## src/hdl/wsd_pkg.sv

```systemverilog
`default_nettype none

package wsd_pkg;

	// Commands on the input channel.
	localparam logic [1:0] CMD_DATA = 2'd0;
	localparam logic [1:0] CMD_OPEN = 2'd1;
	localparam logic [1:0] CMD_LOST = 2'd2;

	// Close causes reported with the closing result.
	localparam logic [1:0] CLOSE_NONE   = 2'd0;
	localparam logic [1:0] CLOSE_OPCODE = 2'd1;
	localparam logic [1:0] CLOSE_LEN64  = 2'd2;
	localparam logic [1:0] CLOSE_LINK   = 2'd3;

	// Header field constants.
	localparam logic [3:0] OPCODE_MASK  = 4'hF;
	localparam logic [3:0] OPC_CLOSE    = 4'd8;
	localparam logic [6:0] LEN_CODE_16  = 7'd126;
	localparam logic [6:0] LEN_CODE_64  = 7'd127;

	// Depth of the queue between the front and the back.
	localparam int QUEUE_DEPTH = 2;
	localparam int QUEUE_PTR_W = $clog2(QUEUE_DEPTH);
	localparam int QUEUE_CNT_W = $clog2(QUEUE_DEPTH + 1);

	typedef struct packed {
		logic [1:0] command;
		logic [7:0] rx_byte;
	} in_item_t;

	typedef struct packed {
		logic       char_valid;
		logic [7:0] char_out;
		logic       session_active;
		logic [1:0] close_cause;
	} out_item_t;

	// Item class decided by the front.
	typedef enum logic [1:0] {
		KIND_DATA = 2'd0,
		KIND_OPEN = 2'd1,
		KIND_LOST = 2'd2,
		KIND_NONE = 2'd3
	} kind_t;

	typedef struct packed {
		kind_t      kind;
		logic [7:0] rx_byte;
	} entry_t;

	// Head of the queue as seen by the back.
	typedef struct packed {
		logic   valid;
		entry_t entry;
	} queue_head_t;

	// Parser phases, one-hot.
	typedef enum logic [8:0] {
		PH_HDR0 = 9'b000000001,
		PH_HDR1 = 9'b000000010,
		PH_EXT0 = 9'b000000100,
		PH_EXT1 = 9'b000001000,
		PH_KEY0 = 9'b000010000,
		PH_KEY1 = 9'b000100000,
		PH_KEY2 = 9'b001000000,
		PH_KEY3 = 9'b010000000,
		PH_DATA = 9'b100000000
	} phase_t;

endpackage

`default_nettype wire

```

## src/hdl/websocket_frame_deframer_core.sv

```systemverilog
// WebSocket receive deframer for one session.
// The input channel (item_valid, item_ready, item) carries one beat per link event:
// a received byte, a session-open command or a link-lost command.
// The output channel (result_valid, result_ready, result) returns exactly one beat
// per input beat, in order: the unmasked payload character when one is delivered,
// whether the session is still open, and the cause when this beat closed it.
// A beat is classified as it is accepted and written into a two-entry queue; the
// parser pops it from the queue and registers its result in the result register,
// from which the receiver takes it. One beat per cycle is sustained in both
// directions while the receiver does not stall; the rate is set by the parser,
// which takes one beat per step.
// When the receiver stalls, the result register holds its beat, the queue fills
// and item_ready drops once both queue entries are taken; nothing is lost.
// Reset empties the queue and the result register and returns the parser to the
// first header byte with no session open.
`default_nettype none

module websocket_frame_deframer_core #(
	parameter int PAYLOAD_LIMIT = 256
) (
	input  wire logic               clk,
	input  wire logic               arst_n,
	input  wire logic               item_valid,
	output logic                    item_ready,
	input  wire wsd_pkg::in_item_t  item,
	output logic                    result_valid,
	input  wire logic               result_ready,
	output wsd_pkg::out_item_t      result
);
	import wsd_pkg::*;

	logic        queue_full;
	logic        push;
	entry_t      push_entry;
	logic        pop;
	queue_head_t head;

	// Front: accept the beat and classify its command.
	wsd_front u_front (
		.item_valid (item_valid),
		.item_ready (item_ready),
		.item       (item),
		.queue_full (queue_full),
		.push       (push),
		.push_entry (push_entry)
	);

	// Short queue that decouples acceptance from parsing.
	wsd_queue u_queue (
		.clk        (clk),
		.arst_n     (arst_n),
		.push       (push),
		.push_entry (push_entry),
		.full       (queue_full),
		.pop        (pop),
		.head       (head)
	);

	// Back: frame parser, unmasking and the result register.
	wsd_back #(
		.PAYLOAD_LIMIT (PAYLOAD_LIMIT)
	) u_back (
		.clk          (clk),
		.arst_n       (arst_n),
		.head         (head),
		.pop          (pop),
		.result_valid (result_valid),
		.result_ready (result_ready),
		.result       (result)
	);

`ifndef SYNTH
	// A closing beat always reports the session as closed.
	assert property (@(posedge clk) disable iff (!arst_n)
		result_valid && (result.close_cause != CLOSE_NONE) |-> !result.session_active)
		else $error("close reported with session still active");

	// A character is only delivered inside an open session.
	assert property (@(posedge clk) disable iff (!arst_n)
		result_valid && result.char_valid |-> result.session_active)
		else $error("character delivered without a session");

	// Without a delivered character the character field stays zero.
	assert property (@(posedge clk) disable iff (!arst_n)
		result_valid && !result.char_valid |-> (result.char_out == 8'h00))
		else $error("character field not cleared");

	// A character beat never carries a close cause.
	assert property (@(posedge clk) disable iff (!arst_n)
		result_valid && result.char_valid |-> (result.close_cause == CLOSE_NONE))
		else $error("character beat carries a close cause");
`endif

endmodule

`default_nettype wire

```

## src/hdl/wsd_front.sv

```systemverilog
`default_nettype none

module wsd_front (
	input  wire logic             item_valid,
	output logic                  item_ready,
	input  wire wsd_pkg::in_item_t item,
	input  wire logic             queue_full,
	output logic                  push,
	output wsd_pkg::entry_t       push_entry
);
	import wsd_pkg::*;

	assign item_ready = !queue_full;
	assign push       = item_valid && !queue_full;

	// Sort the command into the class that the back acts on.
	always_comb begin
		push_entry.rx_byte = item.rx_byte;
		unique case (item.command)
			CMD_DATA: push_entry.kind = KIND_DATA;
			CMD_OPEN: push_entry.kind = KIND_OPEN;
			CMD_LOST: push_entry.kind = KIND_LOST;
			default:  push_entry.kind = KIND_NONE;
		endcase
	end

endmodule

`default_nettype wire

```

## src/hdl/wsd_queue.sv

```systemverilog
`default_nettype none

module wsd_queue (
	input  wire logic            clk,
	input  wire logic            arst_n,
	input  wire logic            push,
	input  wire wsd_pkg::entry_t push_entry,
	output logic                 full,
	input  wire logic            pop,
	output wsd_pkg::queue_head_t head
);
	import wsd_pkg::*;

	entry_t                   slots_q [QUEUE_DEPTH];
	logic [QUEUE_PTR_W-1:0]   wr_ptr_q;
	logic [QUEUE_PTR_W-1:0]   rd_ptr_q;
	logic [QUEUE_CNT_W-1:0]   count_q;

	assign full       = (count_q == QUEUE_CNT_W'(QUEUE_DEPTH));
	assign head.valid = (count_q != '0);
	assign head.entry = slots_q[rd_ptr_q];

	always_ff @(posedge clk or negedge arst_n) begin
		if (!arst_n) begin
			wr_ptr_q <= '0;
			rd_ptr_q <= '0;
			count_q  <= '0;
		end else begin
			if (push) begin
				wr_ptr_q <= (wr_ptr_q == QUEUE_PTR_W'(QUEUE_DEPTH - 1)) ? '0 : wr_ptr_q + 1'b1;
			end
			if (pop) begin
				rd_ptr_q <= (rd_ptr_q == QUEUE_PTR_W'(QUEUE_DEPTH - 1)) ? '0 : rd_ptr_q + 1'b1;
			end
			if (push && !pop) begin
				count_q <= count_q + 1'b1;
			end else if (pop && !push) begin
				count_q <= count_q - 1'b1;
			end
		end
	end

	always_ff @(posedge clk) begin
		if (push) begin
			slots_q[wr_ptr_q] <= push_entry;
		end
	end

endmodule

`default_nettype wire

```

## src/hdl/wsd_back.sv

```systemverilog
`default_nettype none

module wsd_back #(
	parameter int PAYLOAD_LIMIT = 256
) (
	input  wire logic                  clk,
	input  wire logic                  arst_n,
	input  wire wsd_pkg::queue_head_t  head,
	output logic                       pop,
	output logic                       result_valid,
	input  wire logic                  result_ready,
	output wsd_pkg::out_item_t         result
);
	import wsd_pkg::*;

	localparam logic [16:0] LIMIT = 17'(PAYLOAD_LIMIT);

	logic            session_q,  session_n;
	phase_t          phase_q,    phase_n;
	logic [3:0]      opcode_q,   opcode_n;
	logic            mask_q,     mask_n;
	logic [15:0]     len_q,      len_n;
	logic [15:0]     idx_q,      idx_n;
	logic [3:0][7:0] key_q,      key_n;
	out_item_t       res_n;
	logic            out_valid_q;
	out_item_t       out_q;

	logic [7:0]      b;
	logic [6:0]      code;
	logic [15:0]     idx_inc;

	// The output slot takes a new beat when it is empty or being drained.
	assign pop          = head.valid && (!out_valid_q || result_ready);
	assign result_valid = out_valid_q;
	assign result       = out_q;

	assign b       = head.entry.rx_byte;
	assign code    = b[6:0];
	assign idx_inc = idx_q + 16'd1;

	always_comb begin
		session_n = session_q;
		phase_n   = phase_q;
		opcode_n  = opcode_q;
		mask_n    = mask_q;
		len_n     = len_q;
		idx_n     = idx_q;
		key_n     = key_q;
		res_n     = '0;

		unique case (head.entry.kind)
			KIND_OPEN: begin
				session_n = 1'b1;
				phase_n   = PH_HDR0;
				opcode_n  = '0;
				mask_n    = 1'b0;
				len_n     = '0;
				idx_n     = '0;
				key_n     = '0;
			end
			KIND_LOST: begin
				if (session_q) begin
					session_n         = 1'b0;
					phase_n           = PH_HDR0;
					opcode_n          = '0;
					mask_n            = 1'b0;
					len_n             = '0;
					idx_n             = '0;
					key_n             = '0;
					res_n.close_cause = CLOSE_LINK;
				end
			end
			KIND_DATA: begin
				if (session_q) begin
					unique case (phase_q)
						PH_HDR0: begin
							opcode_n = b[3:0] & OPCODE_MASK;
							phase_n  = PH_HDR1;
						end
						PH_HDR1: begin
							if (opcode_q == OPC_CLOSE || code == LEN_CODE_64) begin
								session_n         = 1'b0;
								phase_n           = PH_HDR0;
								opcode_n          = '0;
								mask_n            = 1'b0;
								len_n             = '0;
								idx_n             = '0;
								key_n             = '0;
								res_n.close_cause = (opcode_q == OPC_CLOSE) ?
									CLOSE_OPCODE : CLOSE_LEN64;
							end else begin
								mask_n = b[7];
								key_n  = '0;
								if (code == LEN_CODE_16) begin
									phase_n = PH_EXT0;
								end else begin
									len_n = {9'd0, code};
									if (b[7]) begin
										phase_n = PH_KEY0;
									end else begin
										idx_n   = '0;
										phase_n = (code == 7'd0) ? PH_HDR0 : PH_DATA;
									end
								end
							end
						end
						PH_EXT0: begin
							len_n   = {b, 8'h00};
							phase_n = PH_EXT1;
						end
						PH_EXT1: begin
							len_n = {len_q[15:8], b};
							if (mask_q) begin
								phase_n = PH_KEY0;
							end else begin
								idx_n   = '0;
								phase_n = ({len_q[15:8], b} == 16'd0) ? PH_HDR0 : PH_DATA;
							end
						end
						PH_KEY0: begin
							key_n[0] = b;
							phase_n  = PH_KEY1;
						end
						PH_KEY1: begin
							key_n[1] = b;
							phase_n  = PH_KEY2;
						end
						PH_KEY2: begin
							key_n[2] = b;
							phase_n  = PH_KEY3;
						end
						PH_KEY3: begin
							key_n[3] = b;
							idx_n    = '0;
							phase_n  = (len_q == 16'd0) ? PH_HDR0 : PH_DATA;
						end
						PH_DATA: begin
							if ({1'b0, len_q} < LIMIT) begin
								res_n.char_valid = 1'b1;
								res_n.char_out   = b ^ key_q[idx_q[1:0]];
							end
							idx_n = idx_inc;
							if (idx_inc == len_q) begin
								phase_n = PH_HDR0;
							end
						end
						default: begin
							phase_n  = PH_HDR0;
							opcode_n = '0;
							mask_n   = 1'b0;
							len_n    = '0;
							idx_n    = '0;
							key_n    = '0;
						end
					endcase
				end
			end
			default: ;
		endcase

		res_n.session_active = session_n;
	end

	always_ff @(posedge clk or negedge arst_n) begin
		if (!arst_n) begin
			session_q   <= 1'b0;
			phase_q     <= PH_HDR0;
			opcode_q    <= '0;
			mask_q      <= 1'b0;
			len_q       <= '0;
			idx_q       <= '0;
			key_q       <= '0;
			out_valid_q <= 1'b0;
		end else begin
			if (pop) begin
				session_q   <= session_n;
				phase_q     <= phase_n;
				opcode_q    <= opcode_n;
				mask_q      <= mask_n;
				len_q       <= len_n;
				idx_q       <= idx_n;
				key_q       <= key_n;
				out_valid_q <= 1'b1;
			end else if (result_ready) begin
				out_valid_q <= 1'b0;
			end
		end
	end

	always_ff @(posedge clk) begin
		if (pop) begin
			out_q <= res_n;
		end
	end

endmodule

`default_nettype wire
```

## config.mk

```make
export PLATFORM = sky130hd
export DESIGN_NAME = websocket_frame_deframer_core
export DESIGN_NICKNAME = d
export VERILOG_FILES = /design/src/hdl/wsd_pkg.sv /design/src/hdl/websocket_frame_deframer_core.sv /design/src/hdl/wsd_front.sv /design/src/hdl/wsd_queue.sv /design/src/hdl/wsd_back.sv
export SDC_FILE = /design/constraint.sdc
export NUM_CORES = 1
export LEC_CHECK = 0
export BUFFER_PORTS_ARGS = -buffer_cell sky130_fd_sc_hd__buf_2
export CORE_AREA = 2 2 148 150
export DETAILED_ROUTE_END_ITERATION = 10
export DIE_AREA = 0 0 150 152
export GPL_ROUTABILITY_DRIVEN = 1
export PLACE_DENSITY = 0.57
export RECOVER_POWER = 50
export SLEW_MARGIN = 0
export SYNTH_ARGS = -nofsm -noshare
export SYNTH_HDL_FRONTEND = slang
export SYNTH_SLANG_ARGS = --single-unit
```

## constraint.sdc

```tcl
create_clock -name clk -period 2.3 [get_ports clk]
set_clock_uncertainty 0.1 [all_clocks]
set_input_delay 0.46 -clock clk [delete_from_list [all_inputs] [get_ports clk]]
set_output_delay 0.46 -clock clk [all_outputs]
set_load 0.01 [all_outputs]
```

==> metrics.md <==
| Metric | Value |
|---|---|
| Htree depth | `4` |
| Routability cong. | `0.978` |
| Post-synth EDFFs | `32` |
| Commonest non-fill, non-tap cell in the layout | `buf_4` |
| GRT busiest layer | `met2` |
| Met2 Use GR | `approximately a quarter` |
| CP endpoint | `u_back.idx_q[2]` |
| Fraction of layout cells with a size suffix above 1 | `around two fifths` |
| Yosys reg bits | `~120` |
| Antenna diode count | `0` |
| Ys flop type | `dfrtp_1` |
| Slew HR | `between 30% and 40%` |
| Via/cell ratio | `slightly above 5` |
| Critical Path Fanout Max | `7` |
| Final Hold Viols | `0` |
| Synth Warn # | `0` |
| Drt pass-1 iters | `5` |
| Peak Freq | `0.419 GHz` |
| Syn_nets | `around 570` |
| Synth cell types | `66` |
| Global route overflow | `0` |
| Hold path start | `item[1]` |
| DR vias | `5156` |
| Reg2Reg Depth | `8` |
| Initial antenna violation count | `0` |
| Reg2reg start | `u_back.phase_q[6]` |
| Routed WL | `18.8 mm` |
| Syn Std Cell Area | `between 6000 and 7000 sq um` |
| Worst skew pair latency | `between 0.4 and 0.5 ns` |
| GR met1 Demand/Resource | `21.9%` |
| First-pass GRT wire length | `just under 30 mm` |
| Setup TNS | `-0.602 ns` |
| Rows | `54` |
| I/O Pins | `28` |
| CTS max path bufs | `2` |
| Routed Antenna Nets | `0` |
| Vias in the first global route | `5347` |
| Gr usage total | `~17%` |
| R2R Setup Slk | `-0.08 ns` |
| Setup violations, final | `17` |
| Leak | `3.73 nW` |
| Mapped Avg Cell Area | `around 11 sq um` |
| FILL cells | `about 2100` |
| Dpl cells | `950` |
| Dpl ws | `-0.199 ns` |
| DRT iter0 DRCs | `between 200 and 250` |
| VDD IR-drop max | `around 0.68 mV` |
| RSZ-0062 raised after global routing | `yes` |
| MaxCap Viol Count | `0` |
| Tcrit/Tclk final | `104%` |
| IO Port Bufs | `27` |
| Initial core utilization | `28.5%` |
| # clock sinks | `~120` |
| CP Data Arrival Time | `2.56 ns` |
| CTS root buffer | `clkbuf_16` |
| Die Area | `approximately 23000 sq um` |
| M3 GR Usage | `4.68%` |
| Violated checks | `negative setup slack` |
| Hold WC Path Type | `primary input to register` |
| Largest net degree at the start of global routing | `38` |
| Crit start category | `register` |
| Post-DP Area | `7410 sq um` |
| Worst R2R End | `u_back.idx_q[2]` |
| Most frequent cells in the layout | `97 x buf_4, 80 x dfrtp_1, 46 x nor2_1` |
| Die X | `about 150 microns` |
| Post-route insts no fill | `995` |
| Final Slew Violations | `0` |
| Tmin final | `2.38 ns` |
| Final worst slack | `-0.0843 ns` |
| Finished layout cell area | `about 8800 sq um` |
| Async SR Flop Fraction | `72.4%` |
| Crit end category | `register` |
| Worst Tran Pin Value | `1.03 ns` |
| Detailed placement HPWL | `13.4 mm` |
| Cts bufs inserted | `17` |
| Die height | `152 microns` |
| Worst EP required | `2.47 ns` |
| Layout area overhead | `44.6%` |
| Critical Path Start | `u_back.phase_q[6]` |
| PD cells | `979 nW/um^2` |
| Fin nets | `718` |
| Overall power | `8.61 mW` |
| Synthesized instance count | `557` |
| TritonCTS clock tree | `built` |
| DR WL/cell | `18.9 microns` |
| Status | `finished with violations` |
| DRC viols | `0` |
| Post-synthesis sequential area ratio | `between 50% and 60%` |
| Core box area | `21400 sq um` |
| Clock-pin slew on the worst setup and hold paths | `0.06 ns` |
| Crit Path Class | `register to register` |
synthesized netlist by cell type (7+ instances only):
cell	number	area, sq um
o2bb2ai_1	15	131
mux2_2	19	214
nor3_1	9	45.0
mux4_2	8	180
edfxtp_1	32	961
nand4_1	8	50.1
a22o_1	26	228
nor4_1	7	43.8
clkbuf_1	15	56.3
nand2_1	35	131
o21ai_0	30	150
a31oi_1	9	56.3
buf_2	12	60.1
nor2_1	52	195
nand2b_1	13	81.3
and3_1	9	56.3
nand3_1	18	90.1
xor2_1	20	175
dfrtp_1	83	2080
xnor2_1	19	166
a21oi_1	16	80.1
mux2i_1	12	120
inv_1	8	30.0
o41ai_1	8	70.1
through the flow:
stage | hold slack [ns] | utilization, %
final | 0.134 | 41.2
after global routing | 0.120 | 41.2
after CTS | 0.116 | 38.6
after detailed placement | 0.370 | 34.7
after global placement | 0.366 | 34.7
after floorplan | 0.0644 | -
routing by layer:
layer / vias up / wire length (microns)
met5: - / 0
met4: 0 / 729
met3: 47 / 958
met2: 164 / 8910
met1: 2568 / 8230
li1: 2377 / -
worst max-delay path, cell delays in order (launching register included):
cell and delay [ns]:
dfrtp_1 0.41, nor4_4 0.27, buf_4 0.17, nand4_4 0.08, or2_4 0.31, o31a_1 0.40, and2_4 0.22, a21oi_1 0.22
a31oi_2 0.06
final cells by class:
type | instances | area, sq um | share of cell area (%)
clock buffer | 21 | 493 | 5.60
clock inverter | 11 | 87.6 | 0.995
inverter | 8 | 30.0 | 0.341
tap | 280 | 350 | 3.98
sequential | 116 | 3070 | 34.8
timing repair buffer | 157 | 1200 | 13.6
multi-input combinational | 402 | 3570 | 40.6
worst min-delay path by stage:
stage	depth (start not counted)	slack, ns	to
finish	1	0.13	u_queue.slots_q[0][1]
floorplan	0	0.06	u_back.idx_q[0]
detailed placement	1	0.37	u_back.idx_q[10]
global placement	1	0.37	u_back.idx_q[10]
CTS	1	0.12	u_queue.slots_q[0][2]
global route	1	0.12	u_queue.slots_q[1][3]
power by group:
group | switching, mW | total [mW] | internal (mW)
Sequential | 0.166 | 2.60 | 2.44
Combinational | 1.99 | 3.47 | 1.48
Clock | 0.986 | 2.54 | 1.55
Total | 3.14 | 8.61 | 5.47
registers in the layout, summed over array words and instances (netlist names):
signal and cells:
u_back.opcode_q 4, u_back.mask_q 1, u_queue.count_q 2, u_back.result 12, u_back.phase_q 9, u_back.result_valid 1
u_back.session_q 1, u_queue.slots_q 20, u_back.idx_q 16, u_back.len_q 16, u_queue.rd_ptr_q 1, u_queue.wr_ptr_q 1
u_back.key_q 32
cells by family after synthesis:
group	Yosys count	share of synthesized area, %
AOI/OAI and AO/OA	139	16.4
xor gates and xnor gates	39	5.61
adders and majority gates	2	0.411
buffers and inverters	39	2.86
DFF	116	50.3
muxes	39	8.44
and+or+nand+nor	183	15.9
repair_timing:
item	4_1_cts	5_1_grt
resized for setup	50	106
hold buffers	1	0
pin swaps	12	20
buffers inserted	2	11
endpoints found under the hold margin	33	0
cloned	0	1
endpoints found under the setup margin	68	83
Note: power is estimated with default switching activity, not from simulation.
